--- src/hw/rtl/xon_xoff_flow_control_top_macros.svh ---
// Assertion macros shared by the XON/XOFF flow control RTL.
// Included by the modules that carry concurrent assertions; no other dependency.
`ifndef XON_XOFF_FLOW_CONTROL_TOP_MACROS_SVH
`define XON_XOFF_FLOW_CONTROL_TOP_MACROS_SVH

`ifndef SYNTH
// Property that must hold at every clock edge outside reset.
`define XXFC_ASSERT(lbl, ck, rn, prop) \
    lbl: assert property (@(posedge ck) disable iff (!rn) (prop)) \
        else $error("xxfc assertion failed");
// Condition that must hold in the cycle after the antecedent.
`define XXFC_ASSERT_NEXT(lbl, ck, rn, ante, cons) \
    lbl: assert property (@(posedge ck) disable iff (!rn) (ante) |=> (cons)) \
        else $error("xxfc assertion failed");
`else
`define XXFC_ASSERT(lbl, ck, rn, prop)
`define XXFC_ASSERT_NEXT(lbl, ck, rn, ante, cons)
`endif

`endif

--- src/hw/rtl/xxfc_pkg.sv ---
// Package for the XON/XOFF flow control block: payload types, codes, defaults.
// Used by every module of the block; depends on nothing.
`default_nettype none

package xxfc_pkg;

    // Default queue depths.
    localparam int RX_DEPTH_DEF = 32;
    localparam int TX_DEPTH_DEF = 512;

    // Field widths fixed by the interface.
    localparam int BYTE_W   = 8;
    localparam int THR_W    = 6;
    localparam int RX_LVL_W = 6;
    localparam int TX_LVL_W = 10;
    localparam int PADDR_W  = 4;
    localparam int PDATA_W  = 32;

    // Flow control characters.
    localparam logic [BYTE_W-1:0] CODE_XON  = 8'd17;
    localparam logic [BYTE_W-1:0] CODE_XOFF = 8'd19;

    // Register reset values.
    localparam logic [1:0]       FLOW_MODE_RST = 2'd1;
    localparam logic [THR_W-1:0] HIGH_THR_RST  = 6'd20;
    localparam logic [THR_W-1:0] LOW_THR_RST   = 6'd12;

    // Register indexes (byte address divided by four).
    localparam logic [1:0] REG_FLOW_MODE = 2'd0;
    localparam logic [1:0] REG_HIGH_THR  = 2'd1;
    localparam logic [1:0] REG_LOW_THR   = 2'd2;

    // Input opcodes.
    localparam logic [1:0] OP_LINE_BYTE  = 2'd0;
    localparam logic [1:0] OP_HOST_READ  = 2'd1;
    localparam logic [1:0] OP_HOST_WRITE = 2'd2;
    localparam logic [1:0] OP_TICK       = 2'd3;

    // Depth of the command queue between front and back.
    localparam int Q_DEPTH = 2;

    // Classified command kinds.
    typedef enum logic [2:0] {
        KIND_RX_DATA,
        KIND_RX_CTRL,
        KIND_HOST_READ,
        KIND_HOST_WRITE,
        KIND_TICK
    } kind_t;

    // Which store feeds the result byte once the read data is back.
    typedef enum logic [1:0] {
        SEL_NONE,
        SEL_RX,
        SEL_TX
    } sel_t;

    typedef struct packed {
        logic [1:0]        opcode;
        logic [BYTE_W-1:0] data_byte;
    } item_t;

    typedef struct packed {
        logic                line_tx_valid;
        logic [BYTE_W-1:0]   line_tx_byte;
        logic                host_rx_valid;
        logic [BYTE_W-1:0]   host_rx_byte;
        logic [RX_LVL_W-1:0] rx_level;
        logic [TX_LVL_W-1:0] tx_level;
        logic                sending_enabled;
        logic                dropped;
    } result_t;

    typedef struct packed {
        kind_t             kind;
        logic [BYTE_W-1:0] data;
    } cmd_t;

    typedef struct packed {
        logic [1:0]       flow_mode;
        logic [THR_W-1:0] high_threshold;
        logic [THR_W-1:0] low_threshold;
        logic             send_on_set;
    } cfg_t;

endpackage

`default_nettype wire

--- src/hw/rtl/xxfc_regs.sv ---
// APB configuration registers: flow mode and the two receive thresholds.
// Depends on xxfc_pkg for the register indexes, reset values and cfg_t.
`default_nettype none

module xxfc_regs (
    input  wire                           clk,
    input  wire                           rst_n,
    input  wire                           psel,
    input  wire                           penable,
    input  wire                           pwrite,
    input  wire [xxfc_pkg::PADDR_W-1:0]   paddr,
    input  wire [xxfc_pkg::PDATA_W-1:0]   pwdata,
    output logic [xxfc_pkg::PDATA_W-1:0]  prdata,
    output logic                          pready,
    output xxfc_pkg::cfg_t                cfg
);

    logic [1:0]                   flow_mode_reg;
    logic [xxfc_pkg::THR_W-1:0]   high_thr_reg;
    logic [xxfc_pkg::THR_W-1:0]   low_thr_reg;
    logic                         send_on_set_reg;
    logic                         wr_en;
    logic [1:0]                   reg_idx;

    assign pready  = 1'b1;
    assign reg_idx = paddr[xxfc_pkg::PADDR_W-1:2];
    assign wr_en   = psel && penable && pwrite;

    // Register writes; clearing the flow mode releases a pause.
    always_ff @(posedge clk or negedge rst_n)
    begin
        if (!rst_n)
        begin
            flow_mode_reg   <= xxfc_pkg::FLOW_MODE_RST;
            high_thr_reg    <= xxfc_pkg::HIGH_THR_RST;
            low_thr_reg     <= xxfc_pkg::LOW_THR_RST;
            send_on_set_reg <= 1'b0;
        end
        else
        begin
            send_on_set_reg <= wr_en && (reg_idx == xxfc_pkg::REG_FLOW_MODE) &&
                               (pwdata[1:0] == 2'd0);
            if (wr_en)
            begin
                unique case (reg_idx)
                    xxfc_pkg::REG_FLOW_MODE: flow_mode_reg <= pwdata[1:0];
                    xxfc_pkg::REG_HIGH_THR: high_thr_reg <= pwdata[xxfc_pkg::THR_W-1:0];
                    xxfc_pkg::REG_LOW_THR:  low_thr_reg  <= pwdata[xxfc_pkg::THR_W-1:0];
                    default: ;
                endcase
            end
        end
    end

    // Read-back mux.
    always_comb
    begin
        unique case (reg_idx)
            xxfc_pkg::REG_FLOW_MODE: prdata = xxfc_pkg::PDATA_W'(flow_mode_reg);
            xxfc_pkg::REG_HIGH_THR:  prdata = xxfc_pkg::PDATA_W'(high_thr_reg);
            xxfc_pkg::REG_LOW_THR:   prdata = xxfc_pkg::PDATA_W'(low_thr_reg);
            default:                 prdata = '0;
        endcase
    end

    assign cfg.flow_mode      = flow_mode_reg;
    assign cfg.high_threshold = high_thr_reg;
    assign cfg.low_threshold  = low_thr_reg;
    assign cfg.send_on_set    = send_on_set_reg;

endmodule

`default_nettype wire

--- src/hw/rtl/xxfc_front.sv ---
// Front end: accepts input items and classifies them into commands.
// Depends on xxfc_pkg for item_t, cmd_t and the opcode and kind codes.
`default_nettype none

module xxfc_front (
    input  wire                  item_valid,
    output logic                 item_stall,
    input  xxfc_pkg::item_t      item,
    input  wire                  flow_on,
    input  wire                  q_full,
    output logic                 q_push,
    output xxfc_pkg::cmd_t       q_cmd
);

    logic is_ctrl_byte;

    assign item_stall = q_full;
    assign q_push     = item_valid && !q_full;

    // XON and XOFF are control bytes only while flow control is on.
    assign is_ctrl_byte = flow_on && ((item.data_byte == xxfc_pkg::CODE_XON) ||
                                      (item.data_byte == xxfc_pkg::CODE_XOFF));

    // Opcode decode.
    always_comb
    begin
        q_cmd.data = item.data_byte;
        unique case (item.opcode)
            xxfc_pkg::OP_LINE_BYTE:
                q_cmd.kind = is_ctrl_byte ? xxfc_pkg::KIND_RX_CTRL : xxfc_pkg::KIND_RX_DATA;
            xxfc_pkg::OP_HOST_READ:  q_cmd.kind = xxfc_pkg::KIND_HOST_READ;
            xxfc_pkg::OP_HOST_WRITE: q_cmd.kind = xxfc_pkg::KIND_HOST_WRITE;
            default:                 q_cmd.kind = xxfc_pkg::KIND_TICK;
        endcase
    end

endmodule

`default_nettype wire

--- src/hw/rtl/xxfc_queue.sv ---
// Short command queue between the front end and the back end.
// Depends on xxfc_pkg for cmd_t and the queue depth.
`default_nettype none

module xxfc_queue (
    input  wire                clk,
    input  wire                rst_n,
    input  wire                push,
    input  xxfc_pkg::cmd_t     push_cmd,
    output logic               full,
    input  wire                pop,
    output logic               head_valid,
    output xxfc_pkg::cmd_t     head
);

    localparam int AW = (xxfc_pkg::Q_DEPTH > 1) ? $clog2(xxfc_pkg::Q_DEPTH) : 1;
    localparam int CW = $clog2(xxfc_pkg::Q_DEPTH + 1);

    xxfc_pkg::cmd_t  entry_reg [xxfc_pkg::Q_DEPTH];
    logic [AW-1:0]   wr_ptr_reg;
    logic [AW-1:0]   rd_ptr_reg;
    logic [CW-1:0]   count_reg;

    assign full       = (count_reg == CW'(xxfc_pkg::Q_DEPTH));
    assign head_valid = (count_reg != '0);
    assign head       = entry_reg[rd_ptr_reg];

    // Entry storage.
    always_ff @(posedge clk)
    begin
        if (push)
        begin
            entry_reg[wr_ptr_reg] <= push_cmd;
        end
    end

    // Pointers and fill count.
    always_ff @(posedge clk or negedge rst_n)
    begin
        if (!rst_n)
        begin
            wr_ptr_reg <= '0;
            rd_ptr_reg <= '0;
            count_reg  <= '0;
        end
        else
        begin
            if (push)
            begin
                wr_ptr_reg <= (wr_ptr_reg == AW'(xxfc_pkg::Q_DEPTH - 1)) ? '0 : wr_ptr_reg + 1'b1;
            end
            if (pop)
            begin
                rd_ptr_reg <= (rd_ptr_reg == AW'(xxfc_pkg::Q_DEPTH - 1)) ? '0 : rd_ptr_reg + 1'b1;
            end
            if (push && !pop)
            begin
                count_reg <= count_reg + 1'b1;
            end
            else if (pop && !push)
            begin
                count_reg <= count_reg - 1'b1;
            end
        end
    end

endmodule

`default_nettype wire

--- src/hw/rtl/xxfc_back.sv ---
// Back end: carries out commands on the receive and transmit stores,
// keeps the flow state and drives the result register.
// Depends on xxfc_pkg and on the assertion macro header.
`default_nettype none
`include "xon_xoff_flow_control_top_macros.svh"

module xxfc_back #(
    parameter int RX_DEPTH = xxfc_pkg::RX_DEPTH_DEF,
    parameter int TX_DEPTH = xxfc_pkg::TX_DEPTH_DEF
) (
    input  wire                  clk,
    input  wire                  rst_n,
    input  xxfc_pkg::cfg_t       cfg,
    input  wire                  cmd_valid,
    input  xxfc_pkg::cmd_t       cmd,
    output logic                 cmd_pop,
    output logic                 res_valid,
    input  wire                  res_stall,
    output xxfc_pkg::result_t    res
);

    localparam int RX_AW = $clog2(RX_DEPTH);
    localparam int RX_CW = $clog2(RX_DEPTH + 1);
    localparam int RX_SW = RX_CW + 1;
    localparam int TX_AW = $clog2(TX_DEPTH);
    localparam int TX_CW = $clog2(TX_DEPTH + 1);
    localparam int TX_SW = TX_CW + 1;
    localparam int CMP_W = (RX_CW > xxfc_pkg::THR_W) ? RX_CW : xxfc_pkg::THR_W;

    // Stores and their registered read data.
    logic [xxfc_pkg::BYTE_W-1:0] rx_mem [RX_DEPTH];
    logic [xxfc_pkg::BYTE_W-1:0] tx_mem [TX_DEPTH];
    logic [xxfc_pkg::BYTE_W-1:0] rx_rd_data_reg;
    logic [xxfc_pkg::BYTE_W-1:0] tx_rd_data_reg;

    // Queue pointers and flow state.
    logic [RX_AW-1:0] rx_rd_ptr_reg, rx_rd_ptr_next;
    logic [RX_CW-1:0] rx_count_reg, rx_count_next;
    logic [TX_AW-1:0] tx_rd_ptr_reg, tx_rd_ptr_next;
    logic [TX_CW-1:0] tx_count_reg, tx_count_next;
    logic             peer_may_send_reg, peer_may_send_next;
    logic             sending_on_reg, sending_on_next;

    // Result staging.
    logic                pend_reg;
    xxfc_pkg::result_t   pend_res_reg;
    xxfc_pkg::sel_t      pend_sel_reg;
    logic                res_valid_reg;
    xxfc_pkg::result_t   res_reg;
    xxfc_pkg::result_t   res_merged;

    // Decision signals.
    logic                         fire;
    logic                         flow_on;
    logic                         send_ok;
    logic                         rx_full;
    logic                         tx_full;
    logic                         rx_push;
    logic                         tx_push;
    logic                         rx_pop;
    logic                         tx_pop;
    logic                         line_valid;
    logic [xxfc_pkg::BYTE_W-1:0]  line_byte;
    logic                         host_valid;
    logic                         drop;
    xxfc_pkg::sel_t               sel;
    logic [RX_SW-1:0]             rx_wr_sum;
    logic [RX_AW-1:0]             rx_wr_addr;
    logic [TX_SW-1:0]             tx_wr_sum;
    logic [TX_AW-1:0]             tx_wr_addr;
    xxfc_pkg::result_t            pend_res_next;

    assign flow_on = (cfg.flow_mode != 2'd0);
    assign send_ok = sending_on_reg || !flow_on;
    assign rx_full = (rx_count_reg == RX_CW'(RX_DEPTH));
    assign tx_full = (tx_count_reg == TX_CW'(TX_DEPTH));

    // A command starts only when no result is in flight and the output slot frees up.
    assign fire    = cmd_valid && !pend_reg && (!res_valid_reg || !res_stall);
    assign cmd_pop = fire;

    // Write addresses: read pointer plus fill count, wrapped at the depth.
    assign rx_wr_sum  = RX_SW'(rx_rd_ptr_reg) + RX_SW'(rx_count_reg);
    assign rx_wr_addr = (rx_wr_sum >= RX_SW'(RX_DEPTH)) ?
                        RX_AW'(rx_wr_sum - RX_SW'(RX_DEPTH)) : RX_AW'(rx_wr_sum);
    assign tx_wr_sum  = TX_SW'(tx_rd_ptr_reg) + TX_SW'(tx_count_reg);
    assign tx_wr_addr = (tx_wr_sum >= TX_SW'(TX_DEPTH)) ?
                        TX_AW'(tx_wr_sum - TX_SW'(TX_DEPTH)) : TX_AW'(tx_wr_sum);

    // Command execution.
    always_comb
    begin
        rx_rd_ptr_next     = rx_rd_ptr_reg;
        rx_count_next      = rx_count_reg;
        tx_rd_ptr_next     = tx_rd_ptr_reg;
        tx_count_next      = tx_count_reg;
        peer_may_send_next = peer_may_send_reg;
        sending_on_next    = sending_on_reg;
        rx_push            = 1'b0;
        tx_push            = 1'b0;
        rx_pop             = 1'b0;
        tx_pop             = 1'b0;
        line_valid         = 1'b0;
        line_byte          = '0;
        host_valid         = 1'b0;
        drop               = 1'b0;
        sel                = xxfc_pkg::SEL_NONE;
        unique case (cmd.kind)
            xxfc_pkg::KIND_RX_CTRL:
            begin
                sending_on_next = (cmd.data == xxfc_pkg::CODE_XON);
            end
            xxfc_pkg::KIND_RX_DATA:
            begin
                if (!rx_full)
                begin
                    rx_push       = 1'b1;
                    rx_count_next = rx_count_reg + 1'b1;
                end
                else
                begin
                    drop = 1'b1;
                end
                // Pause the peer once the level passes the high mark.
                if (flow_on && peer_may_send_reg &&
                    (CMP_W'(rx_count_next) > CMP_W'(cfg.high_threshold)))
                begin
                    line_valid         = 1'b1;
                    line_byte          = xxfc_pkg::CODE_XOFF;
                    peer_may_send_next = 1'b0;
                end
            end
            xxfc_pkg::KIND_HOST_READ:
            begin
                if (rx_count_reg != '0)
                begin
                    rx_pop         = 1'b1;
                    host_valid     = 1'b1;
                    sel            = xxfc_pkg::SEL_RX;
                    rx_count_next  = rx_count_reg - 1'b1;
                    rx_rd_ptr_next = (rx_rd_ptr_reg == RX_AW'(RX_DEPTH - 1)) ?
                                     '0 : rx_rd_ptr_reg + 1'b1;
                end
            end
            xxfc_pkg::KIND_HOST_WRITE:
            begin
                // Bypass the transmit store when it is empty and sending is allowed.
                if (send_ok && (tx_count_reg == '0))
                begin
                    line_valid = 1'b1;
                    line_byte  = cmd.data;
                end
                else if (!tx_full)
                begin
                    tx_push       = 1'b1;
                    tx_count_next = tx_count_reg + 1'b1;
                end
                else
                begin
                    drop = 1'b1;
                end
            end
            xxfc_pkg::KIND_TICK:
            begin
                // A due XON wins over queued data.
                if (flow_on && !peer_may_send_reg &&
                    (CMP_W'(rx_count_reg) < CMP_W'(cfg.low_threshold)))
                begin
                    line_valid         = 1'b1;
                    line_byte          = xxfc_pkg::CODE_XON;
                    peer_may_send_next = 1'b1;
                end
                else if (send_ok && (tx_count_reg != '0))
                begin
                    tx_pop         = 1'b1;
                    line_valid     = 1'b1;
                    sel            = xxfc_pkg::SEL_TX;
                    tx_count_next  = tx_count_reg - 1'b1;
                    tx_rd_ptr_next = (tx_rd_ptr_reg == TX_AW'(TX_DEPTH - 1)) ?
                                     '0 : tx_rd_ptr_reg + 1'b1;
                end
            end
            default: ;
        endcase
    end

    // Result fields known before the store read returns.
    always_comb
    begin
        pend_res_next.line_tx_valid   = line_valid;
        pend_res_next.line_tx_byte    = line_byte;
        pend_res_next.host_rx_valid   = host_valid;
        pend_res_next.host_rx_byte    = '0;
        pend_res_next.rx_level        = xxfc_pkg::RX_LVL_W'(rx_count_next);
        pend_res_next.tx_level        = xxfc_pkg::TX_LVL_W'(tx_count_next);
        pend_res_next.sending_enabled = sending_on_next || !flow_on;
        pend_res_next.dropped         = drop;
    end

    // Receive store: one write or one registered read per command.
    always_ff @(posedge clk)
    begin
        if (fire && rx_push)
        begin
            rx_mem[rx_wr_addr] <= cmd.data;
        end
        if (fire && rx_pop)
        begin
            rx_rd_data_reg <= rx_mem[rx_rd_ptr_reg];
        end
    end

    // Transmit store: one write or one registered read per command.
    always_ff @(posedge clk)
    begin
        if (fire && tx_push)
        begin
            tx_mem[tx_wr_addr] <= cmd.data;
        end
        if (fire && tx_pop)
        begin
            tx_rd_data_reg <= tx_mem[tx_rd_ptr_reg];
        end
    end

    // Queue pointers and flow state.
    always_ff @(posedge clk or negedge rst_n)
    begin
        if (!rst_n)
        begin
            rx_rd_ptr_reg     <= '0;
            rx_count_reg      <= '0;
            tx_rd_ptr_reg     <= '0;
            tx_count_reg      <= '0;
            peer_may_send_reg <= 1'b1;
            sending_on_reg    <= 1'b1;
        end
        else if (fire)
        begin
            rx_rd_ptr_reg     <= rx_rd_ptr_next;
            rx_count_reg      <= rx_count_next;
            tx_rd_ptr_reg     <= tx_rd_ptr_next;
            tx_count_reg      <= tx_count_next;
            peer_may_send_reg <= peer_may_send_next;
            sending_on_reg    <= sending_on_next;
        end
        else if (cfg.send_on_set)
        begin
            sending_on_reg <= 1'b1;
        end
    end

    // Pending stage control and output valid.
    always_ff @(posedge clk or negedge rst_n)
    begin
        if (!rst_n)
        begin
            pend_reg      <= 1'b0;
            res_valid_reg <= 1'b0;
        end
        else
        begin
            pend_reg <= fire;
            if (pend_reg)
            begin
                res_valid_reg <= 1'b1;
            end
            else if (res_valid_reg && !res_stall)
            begin
                res_valid_reg <= 1'b0;
            end
        end
    end

    // The store byte is merged into the pending result.
    always_comb
    begin
        res_merged = pend_res_reg;
        unique case (pend_sel_reg)
            xxfc_pkg::SEL_RX: res_merged.host_rx_byte = rx_rd_data_reg;
            xxfc_pkg::SEL_TX: res_merged.line_tx_byte = tx_rd_data_reg;
            default: ;
        endcase
    end

    // Pending payload and output register.
    always_ff @(posedge clk)
    begin
        if (fire)
        begin
            pend_res_reg <= pend_res_next;
            pend_sel_reg <= sel;
        end
        if (pend_reg)
        begin
            res_reg <= res_merged;
        end
    end

    assign res_valid = res_valid_reg;
    assign res       = res_reg;

    // A started command lands in the pending stage, then in the output register.
    `XXFC_ASSERT_NEXT(a_fire_to_pend, clk, rst_n, fire, pend_reg)
    `XXFC_ASSERT_NEXT(a_pend_to_res, clk, rst_n, pend_reg, res_valid_reg && !pend_reg)
    // The output slot is always free when a pending result is loaded.
    `XXFC_ASSERT(a_slot_free, clk, rst_n, pend_reg |-> !res_valid_reg)
    // Fill counts stay within the store depths.
    `XXFC_ASSERT(a_levels, clk, rst_n,
                 (rx_count_reg <= RX_CW'(RX_DEPTH)) && (tx_count_reg <= TX_CW'(TX_DEPTH)))

endmodule

`default_nettype wire

--- src/hw/rtl/xon_xoff_flow_control_top.sv ---
// XON/XOFF flow control. An accepted item is written into the command queue; the back end
// executes it and reads a store into its pending stage, then loads the output register.
// While a result is pending after the execute step and the registered store read that
// follows it, the back end starts no new command; items wait in the queue. Reset clears
// pointers, levels and flow state, loads the register defaults; the stores are not cleared and need no clearing pass.
`default_nettype none

module xon_xoff_flow_control_top #(
    parameter int RX_DEPTH = xxfc_pkg::RX_DEPTH_DEF,
    parameter int TX_DEPTH = xxfc_pkg::TX_DEPTH_DEF
) (
    input  wire                           clk,
    input  wire                           rst_n,
    input  wire                           psel,
    input  wire                           penable,
    input  wire                           pwrite,
    input  wire [xxfc_pkg::PADDR_W-1:0]   paddr,
    input  wire [xxfc_pkg::PDATA_W-1:0]   pwdata,
    output logic [xxfc_pkg::PDATA_W-1:0]  prdata,
    output logic                          pready,
    input  wire                           item_valid,
    output logic                          item_stall,
    input  xxfc_pkg::item_t               item,
    output logic                          res_valid,
    input  wire                           res_stall,
    output xxfc_pkg::result_t             res
);

    xxfc_pkg::cfg_t cfg;
    xxfc_pkg::cmd_t q_cmd;
    xxfc_pkg::cmd_t head;
    logic           q_full;
    logic           q_push;
    logic           head_valid;
    logic           cmd_pop;

    // Configuration registers.
    xxfc_regs u_regs (
        .clk     (clk),
        .rst_n   (rst_n),
        .psel    (psel),
        .penable (penable),
        .pwrite  (pwrite),
        .paddr   (paddr),
        .pwdata  (pwdata),
        .prdata  (prdata),
        .pready  (pready),
        .cfg     (cfg)
    );

    // Accept and classify.
    xxfc_front u_front (
        .item_valid (item_valid),
        .item_stall (item_stall),
        .item       (item),
        .flow_on    (cfg.flow_mode != 2'd0),
        .q_full     (q_full),
        .q_push     (q_push),
        .q_cmd      (q_cmd)
    );

    // Decoupling queue.
    xxfc_queue u_queue (
        .clk        (clk),
        .rst_n      (rst_n),
        .push       (q_push),
        .push_cmd   (q_cmd),
        .full       (q_full),
        .pop        (cmd_pop),
        .head_valid (head_valid),
        .head       (head)
    );

    // Execute against the stores and deliver results.
    xxfc_back #(
        .RX_DEPTH (RX_DEPTH),
        .TX_DEPTH (TX_DEPTH)
    ) u_back (
        .clk       (clk),
        .rst_n     (rst_n),
        .cfg       (cfg),
        .cmd_valid (head_valid),
        .cmd       (head),
        .cmd_pop   (cmd_pop),
        .res_valid (res_valid),
        .res_stall (res_stall),
        .res       (res)
    );

endmodule

`default_nettype wire
--- config.mk ---
export PLATFORM = sky130hd
export DESIGN_NAME = xon_xoff_flow_control_top
export DESIGN_NICKNAME = d
export VERILOG_FILES = /design/src/hw/rtl/xxfc_pkg.sv /design/src/hw/rtl/xxfc_regs.sv /design/src/hw/rtl/xxfc_front.sv /design/src/hw/rtl/xxfc_queue.sv /design/src/hw/rtl/xxfc_back.sv /design/src/hw/rtl/xon_xoff_flow_control_top.sv
export VERILOG_INCLUDE_DIRS = /design/src /design/src/hw/rtl
export SDC_FILE = /design/constraint.sdc
export NUM_CORES = 2
export LEC_CHECK = 0
export BUFFER_PORTS_ARGS = -buffer_cell sky130_fd_sc_hd__buf_4
export CORE_MARGIN = 1.5
export CORE_UTILIZATION = 40
export CTS_BUF_LIST = sky130_fd_sc_hd__clkbuf_8
export DETAILED_ROUTE_END_ITERATION = 8
export PLACE_DENSITY_LB_ADDON = 0.3
export SLEW_MARGIN = 20
export SYNTH_ARGS = -nofsm -noshare
export SYNTH_HDL_FRONTEND = slang
export SYNTH_HIERARCHICAL = 1
export SYNTH_MEMORY_MAX_BITS = 65536
export SYNTH_SLANG_ARGS = --single-unit
--- constraint.sdc ---
create_clock -name clk -period 7.3 [get_ports clk]
set_input_delay 2.19 -clock clk [delete_from_list [all_inputs] [get_ports clk]]
set_output_delay 2.19 -clock clk [all_outputs]
set_load 0.005 [all_outputs]
After elaboration in Yosys (flattened, before gate mapping)
Memory sizes are Yosys's and may differ from the RTL's. A register that Yosys moved wholly into a read port is not among the register bits.
Cells that the tools add are included.
Word-level totals
  register bits after elaboration: 119
  RAM bits: 4374
  bits of input ports: 53
  output and inout port bits: 71
  word-level logic and storage cells: 186
  memories kept: 3
Operators by class
  add/sub/neg operators: 14
  $lt $le $gt $ge: 4
  equal/unequal tests: 20
  multiplexer cells: 61
  bitwise logic cells: 1
  reductions and logical operators: 52
Memories
  u_back.tx_mem: words 512, width 8, rd ports 1, clocked after Yosys merged registers in 1, write ports 1, line xxfc_back.sv:32  | logic [xxfc_pkg::BYTE_W-1:0] tx_mem [TX_DEPTH];
  u_back.rx_mem: words 32, width 8, rd ports 1, clocked after Yosys merged registers in 1, write ports 1, line xxfc_back.sv:31  | logic [xxfc_pkg::BYTE_W-1:0] rx_mem [RX_DEPTH];
  u_queue.entry_reg: words 2, width 11, rd ports 1, clocked after Yosys merged registers in 0, write ports 1, line xxfc_queue.sv:19  | xxfc_pkg::cmd_t entry_reg [xxfc_pkg::Q_DEPTH];
Operators by type and width (count)
  $mux W10: 4
  $mux W1: 33
  $eq A8 B5 Y1 const B: 3
  $pmux W8 S3: 1
  $logic_and A1 B1 Y1: 21
  $mux W5: 4
  $pmux W10 S2: 1
  $mux W6: 3
  $mux W9: 2
  $pmux W6 S3: 1
  $mux W8: 2
  $pmux W6 S2: 1
  $reduce_bool A2 Y1: 6
  $add A9 B10 Y11: 1
  $ge A11 B10 Y1 const B: 1
  $add A10 B1 Y10 const B: 1
  $eq A10 B10 Y1 const B: 1
  $logic_not A10 Y1: 1
  $reduce_bool A10 Y1: 1
  $sub A10 B1 Y10 const B: 1
  $add A9 B1 Y9 const B: 1
  $eq A9 B9 Y1 const B: 1
  $pmux W3 S3: 1
  $sub A9 B1 Y9 const B: 1
  32 further kinds: 59

Logic depth before layout (Yosys ltp)
  word-level depth: 9
  mapped depth: 18

By module
The synthesis kept the hierarchy.
By module, submodules not included
  xxfc_back: instances 1, cells an instance 8426, area each 177376.4 um2
  xxfc_queue: instances 1, cells an instance 50, area each 1019.7 um2
  xxfc_regs: instances 1, cells an instance 78, area each 927.1 um2
  xxfc_front: instances 1, cells an instance 19, area each 155.1 um2
  xon_xoff_flow_control_top: instances 1, cells an instance 1, area each 6.3 um2

Worst setup path after synthesis
No wires, ideal clock.
  kind: reg2reg
  start point: reg u_queue.rd_ptr_reg
  end point: reg u_back/pend_res_reg[1] (netlist name) (data pin)
  arrival: 5004 ps
  data required time: 7036 ps
  path slack: 2032 ps
  stages on the path, launching flop included: 6
  path buffers: 0
  clock period less this slack: 5268 ps
  cells stage by stage: dfrtp_1 -> mux2_2 -> or4b_2 -> nor3_1 -> a21oi_1 -> o21ai_0
RTL lines
  start, declared: line xxfc_queue.sv:21  | logic [AW-1:0] rd_ptr_reg;
  start signal, assigned: line xxfc_queue.sv:54  | rd_ptr_reg <= (rd_ptr_reg == AW'(xxfc_pkg::Q_DEPTH - 1)) ? '0 : rd_ptr_reg + 1'b1;
  end signal, assigned: line xxfc_back.sv:291  | pend_res_reg <= pend_res_next;
  end, declared: line xxfc_back.sv:46  | xxfc_pkg::result_t pend_res_reg;

Worst setup path after layout
  start point: reg u_back.tx_rd_ptr_reg[0]
  end point: mem u_back/tx_mem[303][1] (netlist name) (enable)
Between the ends
  cells in the longest elaborated chain, start to end: 3
  elaborated cells on any way between the ends: 4
  those cells by class: add/sub (2); order compare (1); mux (1)
Ends and longest elaborated chain
  start, declared: line xxfc_back.sv:39  | logic [TX_AW-1:0] tx_rd_ptr_reg, tx_rd_ptr_next;
  start signal, assigned: line xxfc_back.sv:242  | tx_rd_ptr_reg <= tx_rd_ptr_next;
  $add A9 B10 Y11 *: line xxfc_back.sv:86  | assign tx_wr_sum = TX_SW'(tx_rd_ptr_reg) + TX_SW'(tx_count_reg);
  $sub A9 B1 Y9 or $ge A11 B10 Y1 (tied branches): line xxfc_back.sv:88, xxfc_back.sv:87
  $mux W9 *: line xxfc_back.sv:87  | assign tx_wr_addr = (tx_wr_sum >= TX_SW'(TX_DEPTH)) ?
  end, declared: line xxfc_back.sv:32
Every way passes the cells marked *; elsewhere a longest branch is shown, timed or not.

==> summary.txt <==
Run status
  – Status: completed

Global route
  – Largest net degree at the start of global routing: 220
  – Initial antenna violation count: 18
  – GRT Residual Overflow: 0
  – Number of global-route vias before repair: 93968
  – Total GRT Usage: 0.211
  – First-pass GRT wire length: 690 mm

Drt
  – Wire per inst: 30.6 um
  – 1st-pass router iterations: 6
  – Metal3 WL: 44.6 mm
  – Drt via density: 5.85
  – Routed wire length: 486 mm
  – DRT iter0 DRCs: 10881
  – Total number of vias: 93000
  – DR top layer: met5
  – Routed Antenna Nets: 0
  – DR DRC count: 0
  – WL met2: 230 mm
  – M1 WL: 195 mm

Worst setup path
  – Critical R2R Launch: u_back/tx_rd_ptr_reg[0]
  – Reg2reg path depth: 13
  – Crit-path leading delay family: compound AO/OA/AOI/OAI gates
  – Max stage delay on crit path: 0.89 ns
  – Critical Path, Cell by Cell: ha_1, inv_1, fa_1, nor2b_1, o21ai_1, a21boi_1, o21a_1, o211ai_1, nand3_1, nand3_4, buf_4, a211oi_1, buf_4
  – CP Max Fanout: 46
  – Setup crit end kind: flop
  – Slowest CP cell: dfrtp_4
  – Reg2reg setup slack: 1.71 ns
  – Critical path class: flop to flop
  – R2R Path End: u_back/tx_mem[303][1]
  – Data arrival time of the worst path: 6.53 ns
  – Setup crit start kind: flop
  – Crit path required time: 8.23 ns
  – Buf+Inv Stages, Crit Path: 3
  – Most used cell, CP: buf_4

Floorplan
  – Initial Util: 0.402
  – Die width: 673 um
  – IO Count: 124
  – DIE AREA: 0.453 mm^2
  – Rows: 245
  – Die H: 673 um
  – Core area: 0.446 mm^2

STA
  – FMAX: 0.179 GHz
  – Final count of negative-setup-slack endpoints: 0
  – Final hold viol count: 0
  – Pins Over Slew Limit: 0
  – Unrepaired setup endpoints after global routing: false
  – Setup Skew: 0.0730 ns
  – Final worst slack: 1.71 ns
  – Setup TNS Final: 0 ns
  – Relative slew slack: 0.114
  – Final period utilization: 0.766
  – Worst-Margin Slew: 1.33 ns
  – Min Tclk post-route: 5.59 ns

Yosys
  – Cell count after synthesis: 8574
  – Top-count cell post-synth: edfxtp_1
  – Synth warnings: 6
  – Synthesized area: 0.179 mm^2
  – Top post-synthesis cells by area: edfxtp_1, mux4_2, mux2i_1, a211oi_1, nor3_1
  – Yosys cell types: 98
  – Syn Area/Cell: 20.9 um^2
  – Sequential element share of the synthesized area: 0.753
  – Ys async rst share: 0.0118
  – Yosys top cell area share: 0.745
  – Most frequent cells after synthesis: edfxtp_1, mux4_2, mux2i_1
  – Seq cells post-synth: 4508
  – Synth area leader: edfxtp_1
  – Post-synth EDFFs: 4455
  – Top FF cell, synth: edfxtp_1

Final layout
  – Layout Utilization: 0.454
  – Fill count: 37190
  – Nets: 9511
  – Non-Filler Instances: 15893
  – Seq. cell area: 0.135 mm^2
  – Max FFs per register: 4096
  – Share of post-route cells with drive strength above 1: 0.291
  – Area delta synth->final: 12.9%
  – Area of the multi-input gates: 0.0409 mm^2

Place
  – Dpl ws: 0.982 ns
  – PortBufs: 68
  – Half-perimeter wire length after placement: 287 mm
  – Placed cells: 14646
  – GPL Wtd Cong: 0.849

Run
  – Max Cap Viol: 0

Clocking
  – CTS tree: done
  – CTS H-tree lvls: 6
  – Hold_buf cts: 0
  – Resize count post-CTS: 0
  – CTS Buf Count: 699
  – Clock Latency Late Sink: 1.27 ns
  – Post-CTS Setup Repair Bufs: 0
  – Clock Pin Slew Worst Setup and Hold Paths: 0.06 ns
  – Clk buf depth: 4
  – Clock Sinks: 4508
  – CTS root buffer: clkbuf_8

Power
  – Worst IR Drop VDD: 0.000505 V
  – Power density cells: 367 mW/mm^2
  – Overall Power: 74400 uW
  – Leak: 0.0641 uW

Hold path
  – Worst hold path type: flop to flop
  – Hold path endpoint: u_back/res[17]
  – Hold Path Cell Cnt: 0
  – HP Start: u_back/pend_res_reg[17]
[layout make-up]
cell class,instances,area share
diodes,14,0.000173
inverters,40,0.000834
flip-flops and latches,4508,0.667
repair buffers,766,0.0308
well taps,5928,0.0366
multi-input cells,3406,0.202
clock inverters,524,0.0147
clock buffers,707,0.0480
[layout by cell type, fill, tap and decap left out, types with 20 or more instances in the layout]
| master | instances |
|---|---|
| a211oi_1 | 276 |
| a21oi_1 | 139 |
| a221oi_1 | 44 |
| a22oi_1 | 45 |
| and2_1 | 24 |
| buf_12 | 35 |
| buf_4 | 728 |
| clkbuf_8 | 707 |
| clkinv_1 | 162 |
| clkinv_2 | 70 |
| conb_1 | 27 |
| dfrtp_1 | 37 |
| edfxtp_1 | 4455 |
| ha_1 | 35 |
| inv_1 | 250 |
| mux2_2 | 39 |
| mux2i_1 | 349 |
| mux4_2 | 1062 |
| nand2_1 | 223 |
| nand3_1 | 53 |
| nor2_1 | 152 |
| nor3_1 | 232 |
| nor3_2 | 63 |
| o211ai_1 | 38 |
| o21ai_0 | 85 |
| o21ai_1 | 28 |
| o221ai_1 | 49 |
| o22ai_1 | 68 |
| o31ai_1 | 20 |
[per-stage QoR]
step / cell area, um^2 / hold slack (ns)
finish: 203000 / 0.402
global route: 203000 / 0.426
floorplan: 180000 / 0.400
detailed placement: 190000 / 0.405
global placement: 189000 / 0.407
CTS: 202000 / 0.416
[how the worst max path moves through the flow]
stage	startpoint	endpoint	slack, ns	cells past startpoint
floorplan	u_queue/rd_ptr_reg	u_back/pend_res_reg[1]	2.03	5
global placement	res_stall	u_back/tx_mem[60][0]	0.97	10
detailed placement	res_stall	u_back/tx_mem[60][0]	0.98	10
CTS	u_back/tx_rd_ptr_reg[0]	u_back/tx_mem[303][2]	1.82	13
global route	u_back/tx_rd_ptr_reg[0]	u_back/tx_mem[303][2]	1.50	13
finish	u_back/tx_rd_ptr_reg[0]	u_back/tx_mem[303][1]	1.71	13
[routing by layer]
layer / GRT usage / vias to the layer above
li1: - / 37882
met4: 0.0706 / 2
met5: 0 / -
met3: 0.0429 / 800
met2: 0.333 / 4681
met1: 0.292 / 49635
[cell families after synthesis]
family                     count (synthesis)  share of synthesized area
AOI/OAI and AO/OA                        940                     0.0371
xor gates and xnor gates                  38                    0.00185
adders and majority gates                 37                    0.00266
buffers and inverters                    685                     0.0240
DFF                                     4508                      0.753
muxes                                   1476                      0.158
other                                      2                  0.0000418
and+or+nand+nor                          888                     0.0236
[worst register-to-register path: stages (launching register included)]
cell      delay (ns)
dfrtp_4         0.89
ha_1            0.28
inv_1           0.06
fa_1            0.43
nor2b_1         0.13
o21ai_1         0.08
a21boi_1        0.27
o21a_1          0.20
o211ai_1        0.16
nand3_1         0.38
nand3_4         0.82
buf_4           0.62
a211oi_1        0.68
buf_4           0.29
[power breakdown]
group	leakage (uW)	switching (uW)	internal [uW]
registers	0.0407	426	32200
clock network	0.00730	9860	9750
logic	0.0161	15000	7160
total	0.0641	25300	49100
Power figures use the tool's default switching activity.
